<file path="src/hbe_pkg.sv">
// Shared constants, payload types and command codes of the Huffman byte encoder.
`timescale 1ns / 1ps
package hbe_pkg;

   localparam int SYMBOL_COUNT  = 256;
   localparam int NODE_COUNT    = 511;
   localparam int MAX_CODE_BITS = 32;
   localparam int COUNT_BITS    = 32;

   localparam int CODE_LIMIT  = (MAX_CODE_BITS < 32) ? MAX_CODE_BITS : 32;
   localparam int ID_BASE     = SYMBOL_COUNT - 1;
   localparam int INNER_COUNT = NODE_COUNT - SYMBOL_COUNT;
   localparam int SYM_AW      = $clog2(SYMBOL_COUNT);
   localparam int NODE_AW     = $clog2(NODE_COUNT);
   localparam int INNER_AW    = $clog2(INNER_COUNT);
   localparam int ID_W        = 8;
   localparam int NODE_W      = ID_W + 1;
   localparam int CODE_W      = 32;
   localparam int CODE_AW     = $clog2(CODE_W);
   localparam int LEN_W       = $clog2(CODE_LIMIT + 1);
   localparam int CODE_RAM_W  = LEN_W + CODE_W;
   localparam int ALPHA_W     = $clog2(SYMBOL_COUNT + 1);
   localparam int RES_DEPTH   = 4;
   localparam int RES_AW      = $clog2(RES_DEPTH);
   localparam int QUEUE_DEPTH = 2;
   localparam int QUEUE_AW    = $clog2(QUEUE_DEPTH);

   localparam logic [3:0] HDR_TREE = 4'd8;
   localparam logic [3:0] HDR_DONE = 4'd9;

   typedef enum logic [2:0] {
      KIND_COUNT  = 3'd0,
      KIND_BUILD  = 3'd1,
      KIND_PULL   = 3'd2,
      KIND_ENCODE = 3'd3,
      KIND_FLUSH  = 3'd4
   } kind_type;

   typedef struct packed {
      logic [2:0] kind;
      logic [7:0] symbol;
   } req_type;

   typedef struct packed {
      logic [7:0] out_byte;
      logic       last;
      logic       header_done;
      logic       error;
   } rsp_type;

   typedef struct packed {
      kind_type   kind;
      logic [7:0] symbol;
   } qentry_type;

   typedef struct packed {
      logic       valid;
      qentry_type entry;
   } qhead_type;

   typedef struct packed {
      logic clearing;
   } status_type;

endpackage

</file>
<file path="src/hbe_front.sv">
// Front end: accepts commands, classifies them and queues them for the engine.
`timescale 1ns / 1ps
module hbe_front (
   input  logic                   clock,
   input  logic                   reset,
   input  logic                   start,
   input  hbe_pkg::req_type       req_data,
   input  hbe_pkg::status_type    status,
   input  logic                   q_pop,
   output logic                   busy,
   output hbe_pkg::qhead_type     q_head
);

   hbe_pkg::qentry_type entry_ff [hbe_pkg::QUEUE_DEPTH];
   logic [hbe_pkg::QUEUE_AW:0]   count_ff, count_in;
   logic [hbe_pkg::QUEUE_AW-1:0] wr_ptr_ff, wr_ptr_in;
   logic [hbe_pkg::QUEUE_AW-1:0] rd_ptr_ff, rd_ptr_in;
   hbe_pkg::kind_type kind;
   logic known;
   logic sym_ok;
   logic push;

   assign sym_ok = ({1'b0, req_data.symbol} < 9'(hbe_pkg::SYMBOL_COUNT));

   always_comb begin
      kind  = hbe_pkg::KIND_COUNT;
      known = 1'b0;
      unique case (req_data.kind)
         hbe_pkg::KIND_COUNT: begin
            kind  = hbe_pkg::KIND_COUNT;
            known = sym_ok;
         end
         hbe_pkg::KIND_BUILD: begin
            kind  = hbe_pkg::KIND_BUILD;
            known = 1'b1;
         end
         hbe_pkg::KIND_PULL: begin
            kind  = hbe_pkg::KIND_PULL;
            known = 1'b1;
         end
         hbe_pkg::KIND_ENCODE: begin
            kind  = hbe_pkg::KIND_ENCODE;
            known = sym_ok;
         end
         hbe_pkg::KIND_FLUSH: begin
            kind  = hbe_pkg::KIND_FLUSH;
            known = 1'b1;
         end
         default: begin
            kind  = hbe_pkg::KIND_COUNT;
            known = 1'b0;
         end
      endcase
   end

   assign busy = (count_ff == (hbe_pkg::QUEUE_AW + 1)'(hbe_pkg::QUEUE_DEPTH)) || status.clearing;
   assign push = start && !busy && known;

   always_comb begin
      wr_ptr_in = wr_ptr_ff;
      rd_ptr_in = rd_ptr_ff;
      count_in  = count_ff;
      if (push) begin
         wr_ptr_in = wr_ptr_ff + 1'b1;
      end
      if (q_pop) begin
         rd_ptr_in = rd_ptr_ff + 1'b1;
      end
      if (push && !q_pop) begin
         count_in = count_ff + 1'b1;
      end else if (!push && q_pop) begin
         count_in = count_ff - 1'b1;
      end
   end

   always_ff @(posedge clock) begin
      if (push) begin
         entry_ff[wr_ptr_ff] <= '{kind: kind, symbol: req_data.symbol};
      end
      if (reset) begin
         count_ff  <= '0;
         wr_ptr_ff <= '0;
         rd_ptr_ff <= '0;
      end else begin
         count_ff  <= count_in;
         wr_ptr_ff <= wr_ptr_in;
         rd_ptr_ff <= rd_ptr_in;
      end
   end

   assign q_head.valid = (count_ff != '0);
   assign q_head.entry = entry_ff[rd_ptr_ff];

endmodule

</file>
<file path="config.mk">
export PLATFORM = sky130hd
export DESIGN_NAME = hbe_front
export DESIGN_NICKNAME = d
export VERILOG_FILES = /design/src/hbe_pkg.sv /design/src/hbe_front.sv
export SDC_FILE = /design/constraint.sdc
export NUM_CORES = 1
export LEC_CHECK = 0
export ABC_CLOCK_PERIOD_IN_PS = 1900
export BUFFER_PORTS_ARGS = -buffer_cell sky130_fd_sc_hd__buf_2
export CAP_MARGIN = 15
export CORE_MARGIN = 2
export CORE_UTILIZATION = 25
export CTS_CLUSTER_SIZE = 10
export DETAILED_ROUTE_END_ITERATION = 10
export PLACE_DENSITY = 0.45
export SLEW_MARGIN = 20
export SYNTH_ARGS = -nofsm -noshare
export SYNTH_HDL_FRONTEND = slang
export SYNTH_SLANG_ARGS = --single-unit
export TNS_END_PERCENT = 30
</file>
<file path="constraint.sdc">
create_clock -name clock -period 1.9 [get_ports clock]
set_clock_uncertainty 0.05 [all_clocks]
set_input_delay 0.095 -clock clock [delete_from_list [all_inputs] [get_ports clock]]
set_output_delay 0.095 -clock clock [all_outputs]
set_load 0.01 [all_outputs]
</file>
==> impl_metrics.json <==
{
  "status": "completed",
  "register_area_um2": 761,
  "synth_edf_count": 22,
  "slew-limit-headroom": 0.650,
  "vdd_drop_max_mv": 0.377,
  "ys_ff_latch": 27,
  "synth_common_cells": "edfxtp_1, mux2_2, dfxtp_1",
  "final_max_slew_viol_count": 0,
  "synth.largest_area_cell": "edfxtp_1",
  "core-area_um2": 4030,
  "drcViolationCount": 0,
  "io_pins": 29,
  "fillCellCount": 418,
  "clk_pin_slew_ns": 0.08,
  "place_congestion": 0.632,
  "cts_tree": "built",
  "startpoint_type": "flop",
  "crit_required_ns": 2.05,
  "p_leak_nw": 0.539,
  "syn_to_final_growth_pct": 32.3,
  "rows": 23,
  "hold_viol": 0,
  "synth_nets": 80,
  "hpwl_um": 1230,
  "finalInstanceArea_um2": 1400,
  "synth.most_common_cell": "edfxtp_1",
  "crit_fanout": 4,
  "grt_antenna_before_repair": 0,
  "worstSetupEndpointType": "flop",
  "yosys_warnings": 0,
  "ys_types": 20,
  "arrival_ns": 1.85,
  "yosysTopAreaCellShare": 0.626,
  "die_area_um2": 4760,
  "max-cap-violations": 0,
  "syn_area_per_cell_um2": 16.8,
  "multi_input_area_um2": 287,
  "place_inst": 142,
  "crit_slowest_cell": "dfxtp_1",
  "post_cts_buffers": 0,
  "final_layout_size_suffix_gt1_frac": 0.462,
  "grt_usage": 0.0761,
  "cts_buffer_depth": 2,
  "cts_made_buffers": 3,
  "grt_remaining_overflow": 0,
  "routed_wl_um": 1740,
  "clock_latency_ns": 0.27,
  "worstMarginPinSlew_ns": 0.524,
  "fp.dieW_um": 69.0,
  "stdcell_count": 154,
  "place.port_buffers": 28,
  "setup_viol": 0,
  "synth-seq-area-share": 0.720,
  "critPathMaxStageDelay_ns": 0.39,
  "fin_crit_sh": 0.898,
  "die_h_um": 69.0,
  "min_path_type": "input pin to flop",
  "fmax_mhz": 586,
  "rsz0062_at_grt": "false",
  "path_class": "flop to flop",
  "via_per_inst": 4.03,
  "start_util": 0.262,
  "cts_root_buf": "clkbuf_8",
  "nets": 122,
  "grt_pass1_wl_um": 2580,
  "path_cells": "nand2b_1 > and4b_4 > ha_1 > or3_1 > a21oi_1",
  "synth_top_flop_cell": "edfxtp_1",
  "vias": 621,
  "fin_crit_ns": 1.71,
  "postSynth.asyncResetShare": 0,
  "htreeDepth": 1,
  "netlist_instances": 63,
  "drt_first_iter_violations": 18,
  "fin_tns_setup_ns": 0,
  "grt_max_degree": 17,
  "firstDrtPassIters": 4,
  "antenna_left": 0,
  "syn_area_um2": 1060,
  "wl_per_cell_um": 11.3,
  "placed_cell_area_um2": 1270,
  "power_per_cell_area_nw_per_um2": 833,
  "insertedDiodeCount": 0,
  "grt_pass1_vias": 591,
  "clock_sinks": 27,
  "synthTopCellsByArea": "edfxtp_1, mux2_2, dfxtp_1, nor2b_1, xor2_1"
}
## logic make-up (layout without fill, tap and decap cells)
kind of cell	count (synthesis)	count (layout)	share of synthesized area
fa+ha+maj	1	1	0.0118
compound gates	3	3	0.0142
mux	12	12	0.132
xor+xnor	3	3	0.0249
simple gates	15	15	0.0889
flops	27	27	0.720
buf+inv	2	43	0.00829
## sequential cells by signal, summed over array words and instances (netlist names), named ones only
signal,cells
rd_ptr_ff,1
count_ff,2
entry_ff,22
wr_ptr_ff,1
## metal layers
layer	routed length, um	part of all wire	track usage
met4	8	0.0046	0.0221
met1	838	0.48	0.0926
met5	0	0	0
met2	802	0.46	0.129
met3	95	0.054	0.0244
## layout make-up
cell class | instances | share of cell area
Multi-Input combinational cell | 34 | 0.205
Sequential cell | 27 | 0.544
Timing Repair Buffer | 38 | 0.168
Clock buffer | 3 | 0.0295
Clock inverter | 1 | 0.00537
Inverter | 1 | 0.00269
Tap cell | 50 | 0.0448
## repair_timing
item                                   in CTS  in global routing
hold buffers                                8                  0
endpoints found under the hold margin      16                  0
gates resized for setup                     0                  0
## critical path, delay by kind of cell, from the launching register on
kind	cells	cell delay (ns)
compound gates	1	0.15
fa+ha+maj	1	0.26
simple gates	3	0.79
flops	1	0.39
## path summary, 6_finish.rpt
| kind | from | depth (start not counted) | slack [ns] | to |
|---|---|---|---|---|
| max reg2reg | count_ff[0] | 5 | 0.19 | count_ff[1] |
| min reg2reg | count_ff[1] | 2 | 0.47 | count_ff[1] |
| max | count_ff[0] | 5 | 0.19 | count_ff[1] |
| min | reset | 2 | 0.01 | flop |
## per-stage QoR
step | setup WS, ns | power, mW | hold WS [ns] | utilization
finish | 0.194 | 1.16 | 0.0134 | 0.347
global placement | 0.282 | 0.847 | 0.236 | 0.315
floorplan | 0.172 | 0.787 | 0.114 | -
detailed placement | 0.210 | 0.850 | 0.239 | 0.315
global route | 0.0941 | 1.22 | 0.0231 | 0.347
CTS | 0.181 | 1.19 | 0.0116 | 0.347
## cells in the final DEF (no fill, tap or decap), types with 2 or more instances in the layout
cell / instances
edfxtp_1: 22
mux2_2: 11
nor2_1: 4
o21ai_0: 2
buf_2: 28
dfxtp_1: 5
xor2_1: 2
dlygate4sd3_1: 8
nor2b_1: 4
buf_4: 2
clkbuf_8: 3
## power breakdown
part	internal, mW	switching (mW)	total [mW]
Combinational	0.0906	0.0668	0.157
Sequential	0.667	0.0209	0.688
Clock	0.148	0.170	0.318
Power figures use the tool's default switching activity.
